`src/rtl/multilevel_fifo_priority_queue_unit_defines.svh`:
```
// assertion macros for the multilevel fifo priority queue unit
`ifndef MULTILEVEL_FIFO_PRIORITY_QUEUE_UNIT_DEFINES_SVH
`define MULTILEVEL_FIFO_PRIORITY_QUEUE_UNIT_DEFINES_SVH

// generic implication checked on every clock edge out of reset
`define MFPQ_ASSERT_IMPL(label, clk, rstn, ante, cons, msg) \
    label: assert property (@(posedge clk) disable iff (!rstn) (ante) |-> (cons)) \
        else $error(msg);

// implication qualified by a valid result beat
`define MFPQ_ASSERT_BEAT(label, clk, rstn, vld, ante, cons, msg) \
    label: assert property (@(posedge clk) disable iff (!rstn) ((vld) && (ante)) |-> (cons)) \
        else $error(msg);

`endif

```
`src/rtl/mfpq_pkg.sv`:
```
// shared types and constants for the multilevel fifo priority queue
`timescale 1ns / 1ps

package mfpq_pkg;

    // port field widths
    localparam int CMD_W     = 2;
    localparam int ID_PORT_W = 8;
    localparam int PRI_W     = 6;
    localparam int STAT_W    = 2;
    localparam int TOTAL_W   = 9;

    // parameter defaults
    localparam int LEVELS_DEF      = 16;
    localparam int LEVEL_DEPTH_DEF = 16;
    localparam int ID_WIDTH_DEF    = 8;

    // command codes
    localparam logic [CMD_W-1:0] CMD_ENQUEUE = 2'd0;
    localparam logic [CMD_W-1:0] CMD_DEQUEUE = 2'd1;
    localparam logic [CMD_W-1:0] CMD_PEEK    = 2'd2;

    // status codes
    localparam logic [STAT_W-1:0] ST_OK     = 2'd0;
    localparam logic [STAT_W-1:0] ST_EMPTY  = 2'd1;
    localparam logic [STAT_W-1:0] ST_BADPRI = 2'd2;
    localparam logic [STAT_W-1:0] ST_FULL   = 2'd3;

    // classified operation handed from front to back
    typedef enum logic [1:0] {
        OP_ENQ,
        OP_BADPRI,
        OP_DEQ,
        OP_PEEK
    } op_t;

    typedef struct packed {
        op_t                  op;
        logic [PRI_W-1:0]     level;
        logic [ID_PORT_W-1:0] id;
    } entry_t;

endpackage

```
`src/rtl/mfpq_front.sv`:
```
// front end: accepts command beats and classifies them into operations
`timescale 1ns / 1ps

module mfpq_front #(
    parameter int LEVELS = mfpq_pkg::LEVELS_DEF
) (
    input  logic                           s_valid,
    output logic                           s_ready,
    input  logic [mfpq_pkg::CMD_W-1:0]     s_command,
    input  logic [mfpq_pkg::ID_PORT_W-1:0] s_item_id,
    input  logic [mfpq_pkg::PRI_W-1:0]     s_priority_req,
    output logic                           q_valid,
    input  logic                           q_ready,
    output mfpq_pkg::entry_t               q_entry
);

    localparam int CMP_W = mfpq_pkg::PRI_W + 1;

    logic bad_pri;

    // priority bound check
    assign bad_pri = ({1'b0, s_priority_req} >= CMP_W'(LEVELS));

    // command decode, unused command acts as a peek
    always_comb begin
        q_entry.level = s_priority_req;
        q_entry.id    = s_item_id;
        case (s_command)
            mfpq_pkg::CMD_ENQUEUE: begin
                q_entry.op = bad_pri ? mfpq_pkg::OP_BADPRI : mfpq_pkg::OP_ENQ;
            end
            mfpq_pkg::CMD_DEQUEUE: begin
                q_entry.op = mfpq_pkg::OP_DEQ;
            end
            mfpq_pkg::CMD_PEEK: begin
                q_entry.op = mfpq_pkg::OP_PEEK;
            end
            default: begin
                q_entry.op = mfpq_pkg::OP_PEEK;
            end
        endcase
    end

    assign q_valid = s_valid;
    assign s_ready = q_ready;

endmodule

```
`src/rtl/mfpq_queue.sv`:
```
// two-entry operation queue between front and back
`timescale 1ns / 1ps

module mfpq_queue (
    input  logic             aclk,
    input  logic             aresetn,
    input  logic             in_valid,
    output logic             in_ready,
    input  mfpq_pkg::entry_t in_entry,
    output logic             out_valid,
    input  logic             out_ready,
    output mfpq_pkg::entry_t out_entry
);

    localparam int DEPTH = 2;

    mfpq_pkg::entry_t buf_reg [DEPTH];
    logic             wr_ptr_reg;
    logic             rd_ptr_reg;
    logic [1:0]       cnt_reg;
    logic             push;
    logic             pop;

    assign in_ready  = (cnt_reg != 2'(DEPTH));
    assign out_valid = (cnt_reg != 2'd0);
    assign out_entry = buf_reg[rd_ptr_reg];
    assign push      = in_valid && in_ready;
    assign pop       = out_valid && out_ready;

    // pointers and fill count
    always_ff @(posedge aclk) begin
        if (!aresetn) begin
            wr_ptr_reg <= 1'b0;
            rd_ptr_reg <= 1'b0;
            cnt_reg    <= 2'd0;
        end else begin
            if (push) begin
                wr_ptr_reg <= ~wr_ptr_reg;
            end
            if (pop) begin
                rd_ptr_reg <= ~rd_ptr_reg;
            end
            if (push && !pop) begin
                cnt_reg <= cnt_reg + 2'd1;
            end else if (pop && !push) begin
                cnt_reg <= cnt_reg - 2'd1;
            end
        end
    end

    // entry storage
    always_ff @(posedge aclk) begin
        if (push) begin
            buf_reg[wr_ptr_reg] <= in_entry;
        end
    end

endmodule

```
`src/rtl/mfpq_back.sv`:
```
// back end: level state, slot memory and result register
`timescale 1ns / 1ps

module mfpq_back #(
    parameter int LEVELS      = mfpq_pkg::LEVELS_DEF,
    parameter int LEVEL_DEPTH = mfpq_pkg::LEVEL_DEPTH_DEF,
    parameter int ID_WIDTH    = mfpq_pkg::ID_WIDTH_DEF
) (
    input  logic                           aclk,
    input  logic                           aresetn,
    input  logic                           q_valid,
    output logic                           q_ready,
    input  mfpq_pkg::entry_t               q_entry,
    output logic                           m_valid,
    input  logic                           m_ready,
    output logic [mfpq_pkg::STAT_W-1:0]    m_status,
    output logic [mfpq_pkg::ID_PORT_W-1:0] m_out_id,
    output logic [mfpq_pkg::PRI_W-1:0]     m_out_level,
    output logic [mfpq_pkg::TOTAL_W-1:0]   m_total_items
);

    localparam int LW    = $clog2(LEVELS);
    localparam int PW    = $clog2(LEVEL_DEPTH);
    localparam int CW    = $clog2(LEVEL_DEPTH + 1);
    localparam int SUMW  = CW + 1;
    localparam int AW    = LW + PW;
    localparam int SLOTS = 1 << AW;
    localparam int SW    = (ID_WIDTH < mfpq_pkg::ID_PORT_W) ? ID_WIDTH : mfpq_pkg::ID_PORT_W;
    localparam int TW    = $clog2(LEVELS * LEVEL_DEPTH + 1);
    localparam int OIW   = mfpq_pkg::ID_PORT_W;
    localparam int OLW   = mfpq_pkg::PRI_W;
    localparam int OTW   = mfpq_pkg::TOTAL_W;

    typedef enum logic [1:0] {
        S_IDLE,
        S_LEVEL,
        S_SLOT
    } state_t;

    typedef struct packed {
        logic [PW-1:0] head;
        logic [CW-1:0] count;
    } lvl_state_t;

    // control and payload registers
    state_t                   state_reg;
    mfpq_pkg::op_t            op_reg;
    logic [LW-1:0]            lvl_reg;
    logic [SW-1:0]            id_reg;
    logic [LEVELS-1:0]        nonempty_reg;
    logic [TW-1:0]            total_reg;
    logic                     m_valid_reg;
    logic [mfpq_pkg::STAT_W-1:0] m_status_reg;
    logic [OIW-1:0]           m_out_id_reg;
    logic [OLW-1:0]           m_out_level_reg;
    logic [OTW-1:0]           m_total_reg;

    // level state memory with per-level valid bits
    lvl_state_t               lvl_mem [LEVELS];
    logic [LEVELS-1:0]        lvl_vld_reg;
    lvl_state_t               lvl_rd_reg;
    logic                     lvl_rd_vld_reg;

    // slot memory
    logic [SW-1:0]            slot_mem [SLOTS];
    logic [SW-1:0]            slot_rd_reg;

    logic                     out_free;
    logic                     res_load;
    logic [LW-1:0]            first_lvl;
    logic                     q_is_enq;
    logic                     q_fail;
    logic [LW-1:0]            q_lvl;
    lvl_state_t               lvl_cur;
    logic                     lvl_full;
    logic [SUMW-1:0]          tail_sum;
    logic [PW-1:0]            tail;
    logic [PW-1:0]            head_inc;
    logic                     enq_commit;
    logic                     deq_commit;
    logic                     lvl_re;
    logic                     lvl_we;
    lvl_state_t               lvl_wdata;
    logic                     slot_re;

    assign out_free = !m_valid_reg || m_ready;

    // lowest-numbered non-empty level
    always_comb begin
        first_lvl = '0;
        for (int i = LEVELS - 1; i >= 0; i--) begin
            if (nonempty_reg[i]) begin
                first_lvl = LW'(i);
            end
        end
    end

    // dispatch of the operation at the queue head
    assign q_is_enq = (q_entry.op == mfpq_pkg::OP_ENQ);
    assign q_fail   = (q_entry.op == mfpq_pkg::OP_BADPRI) ||
                      (!q_is_enq && (nonempty_reg == '0));
    assign q_lvl    = q_is_enq ? LW'(q_entry.level) : first_lvl;
    assign q_ready  = (state_reg == S_IDLE) && q_valid && (!q_fail || out_free);
    assign lvl_re   = q_ready && !q_fail;

    // result register load
    assign res_load = ((state_reg == S_IDLE) && q_ready && q_fail) ||
                      ((state_reg == S_LEVEL) && (op_reg == mfpq_pkg::OP_ENQ) && out_free) ||
                      ((state_reg == S_SLOT) && out_free);

    // level state arithmetic
    assign lvl_cur  = lvl_rd_vld_reg ? lvl_rd_reg : '0;
    assign lvl_full = (lvl_cur.count == CW'(LEVEL_DEPTH));
    assign tail_sum = SUMW'(lvl_cur.head) + SUMW'(lvl_cur.count);
    assign tail     = (tail_sum >= SUMW'(LEVEL_DEPTH)) ?
                      PW'(tail_sum - SUMW'(LEVEL_DEPTH)) : PW'(tail_sum);
    assign head_inc = (lvl_cur.head == PW'(LEVEL_DEPTH - 1)) ?
                      '0 : lvl_cur.head + PW'(1);

    // commits of the level state
    assign enq_commit = (state_reg == S_LEVEL) && (op_reg == mfpq_pkg::OP_ENQ) &&
                        out_free && !lvl_full;
    assign deq_commit = (state_reg == S_LEVEL) && (op_reg == mfpq_pkg::OP_DEQ);
    assign lvl_we     = enq_commit || deq_commit;
    assign slot_re    = (state_reg == S_LEVEL) && (op_reg != mfpq_pkg::OP_ENQ);

    always_comb begin
        if (enq_commit) begin
            lvl_wdata.head  = lvl_cur.head;
            lvl_wdata.count = lvl_cur.count + CW'(1);
        end else begin
            lvl_wdata.head  = head_inc;
            lvl_wdata.count = lvl_cur.count - CW'(1);
        end
    end

    // level state memory port
    always_ff @(posedge aclk) begin
        if (lvl_we) begin
            lvl_mem[lvl_reg] <= lvl_wdata;
        end
        if (lvl_re) begin
            lvl_rd_reg <= lvl_mem[q_lvl];
        end
    end

    // per-level valid bits
    always_ff @(posedge aclk) begin
        if (!aresetn) begin
            lvl_vld_reg    <= '0;
            lvl_rd_vld_reg <= 1'b0;
        end else begin
            if (lvl_we) begin
                lvl_vld_reg[lvl_reg] <= 1'b1;
            end
            if (lvl_re) begin
                lvl_rd_vld_reg <= lvl_vld_reg[q_lvl];
            end
        end
    end

    // slot memory port
    always_ff @(posedge aclk) begin
        if (enq_commit) begin
            slot_mem[{lvl_reg, tail}] <= id_reg;
        end
        if (slot_re) begin
            slot_rd_reg <= slot_mem[{lvl_reg, lvl_cur.head}];
        end
    end

    // sequencer, counters and result register
    always_ff @(posedge aclk) begin
        if (!aresetn) begin
            state_reg    <= S_IDLE;
            nonempty_reg <= '0;
            total_reg    <= '0;
            m_valid_reg  <= 1'b0;
        end else begin
            if (res_load) begin
                m_valid_reg <= 1'b1;
            end else if (m_ready) begin
                m_valid_reg <= 1'b0;
            end
            case (state_reg)
                S_IDLE: begin
                    if (q_ready) begin
                        if (q_fail) begin
                            m_status_reg    <= q_is_enq ? mfpq_pkg::ST_OK :
                                               (q_entry.op == mfpq_pkg::OP_BADPRI) ?
                                               mfpq_pkg::ST_BADPRI : mfpq_pkg::ST_EMPTY;
                            m_out_id_reg    <= '0;
                            m_out_level_reg <= '0;
                            m_total_reg     <= OTW'(total_reg);
                        end else begin
                            op_reg    <= q_entry.op;
                            lvl_reg   <= q_lvl;
                            id_reg    <= SW'(q_entry.id);
                            state_reg <= S_LEVEL;
                        end
                    end
                end
                S_LEVEL: begin
                    if (op_reg == mfpq_pkg::OP_ENQ) begin
                        if (out_free) begin
                            m_out_id_reg <= '0;
                            state_reg    <= S_IDLE;
                            if (lvl_full) begin
                                m_status_reg    <= mfpq_pkg::ST_FULL;
                                m_out_level_reg <= '0;
                                m_total_reg     <= OTW'(total_reg);
                            end else begin
                                m_status_reg          <= mfpq_pkg::ST_OK;
                                m_out_level_reg       <= OLW'(lvl_reg);
                                m_total_reg           <= OTW'(total_reg + TW'(1));
                                total_reg             <= total_reg + TW'(1);
                                nonempty_reg[lvl_reg] <= 1'b1;
                            end
                        end
                    end else begin
                        // dequeue retires the head now, the slot data follows
                        if (deq_commit) begin
                            total_reg <= total_reg - TW'(1);
                            if (lvl_cur.count == CW'(1)) begin
                                nonempty_reg[lvl_reg] <= 1'b0;
                            end
                        end
                        state_reg <= S_SLOT;
                    end
                end
                S_SLOT: begin
                    if (out_free) begin
                        m_status_reg    <= mfpq_pkg::ST_OK;
                        m_out_id_reg    <= OIW'(slot_rd_reg);
                        m_out_level_reg <= OLW'(lvl_reg);
                        m_total_reg     <= OTW'(total_reg);
                        state_reg       <= S_IDLE;
                    end
                end
                default: begin
                    state_reg <= S_IDLE;
                end
            endcase
        end
    end

    assign m_valid       = m_valid_reg;
    assign m_status      = m_status_reg;
    assign m_out_id      = m_out_id_reg;
    assign m_out_level   = m_out_level_reg;
    assign m_total_items = m_total_reg;

endmodule

```
`src/rtl/multilevel_fifo_priority_queue_unit.sv`:
```
// top level of the multilevel fifo priority queue unit
`timescale 1ns / 1ps
`include "multilevel_fifo_priority_queue_unit_defines.svh"

// Ready queue with one FIFO per priority level, level 0 most urgent. Every
// command beat (enqueue, dequeue, peek) returns exactly one result beat with
// a status and the item count after the command. Commands pass a two-entry
// queue and are then executed one at a time: a rejected command (bad priority,
// empty queue) is answered from the idle state, an enqueue goes through a level
// state memory read, then a slot memory and level state write, and a dequeue or
// peek through a level state read, a slot memory read, then the result. Those
// registered memory reads and the pass through the command queue set the command time.
// Per-level state is cleared at reset through valid bits; no clearing pass.
module multilevel_fifo_priority_queue_unit #(
    parameter int LEVELS      = mfpq_pkg::LEVELS_DEF,
    parameter int LEVEL_DEPTH = mfpq_pkg::LEVEL_DEPTH_DEF,
    parameter int ID_WIDTH    = mfpq_pkg::ID_WIDTH_DEF
) (
    input  logic                           aclk,
    input  logic                           aresetn,
    input  logic                           s_valid,
    output logic                           s_ready,
    input  logic [mfpq_pkg::CMD_W-1:0]     s_command,
    input  logic [mfpq_pkg::ID_PORT_W-1:0] s_item_id,
    input  logic [mfpq_pkg::PRI_W-1:0]     s_priority_req,
    output logic                           m_valid,
    input  logic                           m_ready,
    output logic [mfpq_pkg::STAT_W-1:0]    m_status,
    output logic [mfpq_pkg::ID_PORT_W-1:0] m_out_id,
    output logic [mfpq_pkg::PRI_W-1:0]     m_out_level,
    output logic [mfpq_pkg::TOTAL_W-1:0]   m_total_items
);

    localparam int LVL_CMP_W = mfpq_pkg::PRI_W + 1;

    logic             fq_valid;
    logic             fq_ready;
    mfpq_pkg::entry_t fq_entry;
    logic             qb_valid;
    logic             qb_ready;
    mfpq_pkg::entry_t qb_entry;

    // command classification
    mfpq_front #(
        .LEVELS (LEVELS)
    ) u_front (
        .s_valid        (s_valid),
        .s_ready        (s_ready),
        .s_command      (s_command),
        .s_item_id      (s_item_id),
        .s_priority_req (s_priority_req),
        .q_valid        (fq_valid),
        .q_ready        (fq_ready),
        .q_entry        (fq_entry)
    );

    // decoupling queue
    mfpq_queue u_queue (
        .aclk      (aclk),
        .aresetn   (aresetn),
        .in_valid  (fq_valid),
        .in_ready  (fq_ready),
        .in_entry  (fq_entry),
        .out_valid (qb_valid),
        .out_ready (qb_ready),
        .out_entry (qb_entry)
    );

    // execution
    mfpq_back #(
        .LEVELS      (LEVELS),
        .LEVEL_DEPTH (LEVEL_DEPTH),
        .ID_WIDTH    (ID_WIDTH)
    ) u_back (
        .aclk          (aclk),
        .aresetn       (aresetn),
        .q_valid       (qb_valid),
        .q_ready       (qb_ready),
        .q_entry       (qb_entry),
        .m_valid       (m_valid),
        .m_ready       (m_ready),
        .m_status      (m_status),
        .m_out_id      (m_out_id),
        .m_out_level   (m_out_level),
        .m_total_items (m_total_items)
    );

    // error results carry no id and no level
    `MFPQ_ASSERT_BEAT(a_err_zero, aclk, aresetn, m_valid, m_status != mfpq_pkg::ST_OK, (m_out_id == '0) && (m_out_level == '0), "error beat with nonzero id or level")

    // an empty report means nothing is held
    `MFPQ_ASSERT_BEAT(a_empty_total, aclk, aresetn, m_valid, m_status == mfpq_pkg::ST_EMPTY, m_total_items == '0, "empty beat with nonzero total")

    // a good result names an existing level
    `MFPQ_ASSERT_BEAT(a_ok_level, aclk, aresetn, m_valid, m_status == mfpq_pkg::ST_OK, LVL_CMP_W'(m_out_level) < LVL_CMP_W'(LEVELS), "ok beat from a level out of range")

    // the back end never takes from an empty command queue
    `MFPQ_ASSERT_IMPL(a_pop_valid, aclk, aresetn, qb_ready, qb_valid, "command taken from empty queue")

endmodule

```
`config.mk`:
```
export PLATFORM = sky130hd
export DESIGN_NAME = multilevel_fifo_priority_queue_unit
export DESIGN_NICKNAME = d
export VERILOG_FILES = /design/src/rtl/mfpq_pkg.sv /design/src/rtl/mfpq_front.sv /design/src/rtl/mfpq_queue.sv /design/src/rtl/mfpq_back.sv /design/src/rtl/multilevel_fifo_priority_queue_unit.sv
export VERILOG_INCLUDE_DIRS = /design/src /design/src/rtl
export SDC_FILE = /design/constraint.sdc
export NUM_CORES = 2
export LEC_CHECK = 0
export CAP_MARGIN = 20
export CORE_MARGIN = 2
export CORE_UTILIZATION = 45
export CTS_BUF_LIST = sky130_fd_sc_hd__clkbuf_16
export DETAILED_ROUTE_END_ITERATION = 16
export DONT_BUFFER_PORTS = 1
export PLACE_DENSITY = 0.67
export SLEW_MARGIN = 20
export SYNTH_ARGS = -nofsm -noshare
export SYNTH_HDL_FRONTEND = slang
export SYNTH_SLANG_ARGS = --single-unit
export TNS_END_PERCENT = 20
```
`constraint.sdc`:
```
create_clock -name aclk -period 8.3 [get_ports aclk]
set_clock_uncertainty 0.2 [all_clocks]
set_input_delay 2.49 -clock aclk [delete_from_list [all_inputs] [get_ports aclk]]
set_output_delay 2.49 -clock aclk [all_outputs]
set_load 0.01 [all_outputs]
```
==> results.sh <==
export IMPL_hold_class="flip-flop to flip-flop"
export IMPL_yosysWarnings=0
export IMPL_async_flop_share=0
export IMPL_switchingPower_mw=6.51
export IMPL_cp_max_fo=88
export IMPL_boundaryPins=47
export IMPL_firstDrtPassIters=6
export IMPL_pwr_share_seq=0.508
export IMPL_synth_top_area_share=0.729
export IMPL_clockBufferDepth=3
export IMPL_post_route_util=0.503
export IMPL_holdBufCountCts=0
export IMPL_cts_resized=0
export IMPL_power_density_nw_per_um2=252
export IMPL_fp_dieW_um=460
export IMPL_start_util=0.452
export IMPL_clk_pin_slew_worst_paths_ns=0.07
export IMPL_arrival_ns=6.31
export IMPL_cts_inserted_buffers=224
export IMPL_cts_tree="yes"
export IMPL_grt_pass1_wl_um=384000
export IMPL_status="finished, final reports clean"
export IMPL_setup_viol=0
export IMPL_die_area_sq_um=212000
export IMPL_ir_drop_mv=0.186
export IMPL_drive_gt1_frac=0.177
export IMPL_drt_iter0_drc=8066
export IMPL_layout_min_cycle_time_ns=5.87
export IMPL_cts_sinks=2324
export IMPL_ys_seq_elements=2324
export IMPL_cp_slowest_cell="o311ai_0"
export IMPL_gp_congestion=0.924
export IMPL_die_h_um=460
export IMPL_synth_most_common_cell="edfxtp_1"
export IMPL_syn_to_final_growth_pct=11.1
export IMPL_overflow=0
export IMPL_grt_pass1_vias=52300
export IMPL_synth_edf_count=2274
export IMPL_start_kind="flip-flop"
export IMPL_htreeDepth=4
export IMPL_antenna_found_initial=20
export IMPL_coreArea_sq_um=207000
export IMPL_routed_via_count=55000
export IMPL_netlist_top_cells_area="edfxtp_1 73%, mux2_2 6.3%, mux2i_1 3.4%"
export IMPL_largest_reg_flops=2048
export IMPL_finalCritPeriodShare=0.707
export IMPL_hpwl_um=162000
export IMPL_grt_max_degree=176
export IMPL_synth_area_sq_um=93600
export IMPL_cts_root_buf="clkbuf_16"
export IMPL_worst_slew_pin_transition_ns=1.25
export IMPL_ant_nets=0
export IMPL_drv_cap=0
export IMPL_num_rows=167
export IMPL_dp_slack_ns=2.38
export IMPL_routedWlPerCell_um=31.2
export IMPL_vias_per_cell=6.32
export IMPL_fmax_mhz=170
export IMPL_slew_headroom=0.166
export IMPL_p_leak_nw=32.1
export IMPL_synth_ff_type="edfxtp_1"
export IMPL_drt_wl_total_um=272000
export IMPL_numPortBuffers=0
export IMPL_rsz0062_at_grt="no"
export IMPL_finalHoldViolations=0
export IMPL_ys_types=69
export IMPL_max_stage_delay_ns=0.99
export IMPL_power_internal_mw=19.7
export IMPL_clk_latency_ns=0.90
export IMPL_end_kind="flip-flop"
export IMPL_drv_slew=0
export IMPL_clkPwrFrac=0.382
export IMPL_swShare=0.248
export IMPL_synth_cells=5774
export IMPL_yosysTopAreaCell="edfxtp_1"
export IMPL_combPwrFrac=0.110
export IMPL_postSynthAreaPerCell_sq_um=16.2
export IMPL_timing_setup_tns_ns=0
export IMPL_path_class="flip-flop to flip-flop"
export IMPL_power_total_mw=26.2
export IMPL_post_cts_buffers=0
export IMPL_grt_use_total=0.251
export IMPL_worstPathRequired_ns=8.74
export IMPL_drc=0
export IMPL_seq_area_frac_synth=0.740
export IMPL_synthTopCellsByCount="2274 x edfxtp_1, 525 x mux2_2, 411 x a21oi_1"
export IMPL_worst_slack_ns=2.43
export IMPL_final_net_count=5761
export IMPL_cp_cell_sequence="buf_4 > and2_4 > buf_12 > buf_4 > mux2_2 > a221oi_1 > nor3_1 > o311ai_0 > nor3_1 > o311a_1"
## critical path: cells and delay by family, from the launching register on
kind                   cells  cell delay (ns)
buffers and inverters      3             1.49
multiplexers               1             0.41
AND/OR/NAND/NOR            3             0.72
flip-flops                 1             0.69
AO/OA/AOI/OAI              3             1.63
## through the flow
| step | area (sq um) | instances | hold WS [ns] |
|---|---|---|---|
| 3_3_place_gp | 96700 | 8284 | 0.249 |
| 6_report | 104000 | 8701 | 0.272 |
| 5_1_grt | 104000 | 8697 | 0.292 |
| 4_1_cts | 104000 | 8695 | 0.272 |
| 2_1_floorplan | 93600 | 5775 | 0.235 |
| 3_5_place_dp | 96800 | 8286 | 0.260 |
## logic make-up after synthesis
kind of cell             Yosys count  share of synthesized area
other                              1                  0.0000400
AND/OR/NAND/NOR                  761                     0.0359
buffers and inverters            448                     0.0212
AO/OA/AOI/OAI                   1307                     0.0939
XOR/XNOR                          25                    0.00234
flip-flops                      2324                      0.740
adder cells (fa/ha/maj)           15                    0.00208
multiplexers                     893                      0.105
## final timing paths
| path | startpoint | endpoint | slack, ns | depth (start not counted) |
|---|---|---|---|---|
| hold reg to reg | u_back.lvl_vld_reg[14]$_SDFFE_PN0N_ | u_back.lvl_vld_reg[14]$_SDFFE_PN0N_ | 0.27 | 2 |
| setup / recovery | u_back.lvl_rd_vld_reg$_SDFFE_PN0P_ | u_back.slot_rd_reg[3]$_DFFE_PP_ | 2.43 | 10 |
| setup reg to reg | u_back.lvl_rd_vld_reg$_SDFFE_PN0P_ | u_back.slot_rd_reg[3]$_DFFE_PP_ | 2.43 | 10 |
| hold / removal | u_back.lvl_vld_reg[14]$_SDFFE_PN0N_ | u_back.lvl_vld_reg[14]$_SDFFE_PN0N_ | 0.27 | 2 |
## power by group through the flow
stage	logic, mW	registers, mW	clock network [mW]
2_1_floorplan	1.72	13.7	0
3_5_place_dp	2.83	13.5	0
4_1_cts	2.84	13.3	10.1
6_report	2.89	13.3	10.0
3_3_place_gp	2.79	13.5	0
5_1_grt	3.01	13.3	10.5
## per-layer routing
layer / GRT usage / vias to the layer above / wire (um)
met5: 0 / - / 116
met4: 0.102 / 20 / 11600
met3: 0.0717 / 607 / 33600
met2: 0.379 / 3638 / 122000
met1: 0.343 / 27800 / 105000
li1: - / 22900 / -
## placed cells by master (no fill, tap or decap), types with 16 or more instances in the layout
cell type | netlist | layout
buf_4 | 32 | 125
buf_12 | 0 | 20
bufinv_16 | 0 | 21
clkbuf_16 | 0 | 225
a221o_1 | 77 | 77
inv_1 | 24 | 82
mux2_1 | 34 | 34
o21ai_0 | 222 | 219
nor2_1 | 401 | 395
o221ai_1 | 24 | 24
dfxtp_1 | 50 | 49
mux2i_1 | 320 | 320
a21oi_1 | 411 | 411
clkinv_2 | 0 | 34
a22oi_1 | 203 | 203
nand3_1 | 42 | 40
nand4_1 | 16 | 16
clkinv_1 | 1 | 40
a221oi_1 | 202 | 202
o2bb2ai_1 | 48 | 48
mux2_2 | 525 | 525
nor4_1 | 65 | 60
a211oi_1 | 34 | 34
edfxtp_1 | 2274 | 2274
nor3_1 | 45 | 45
nand2_1 | 122 | 116
## layout make-up
cell class | instances | area (sq um)
Fill cell | 16700 | 103000
Sequential cell | 2324 | 69300
Multi-Input combinational cell | 3003 | 22600
Clock buffer | 225 | 5630
Tap cell | 2788 | 3490
Clock inverter | 184 | 1620
Timing Repair Buffer | 147 | 1370
Inverter | 26 | 103
Antenna cell | 4 | 10.0
Power figures use the tool's default switching activity.
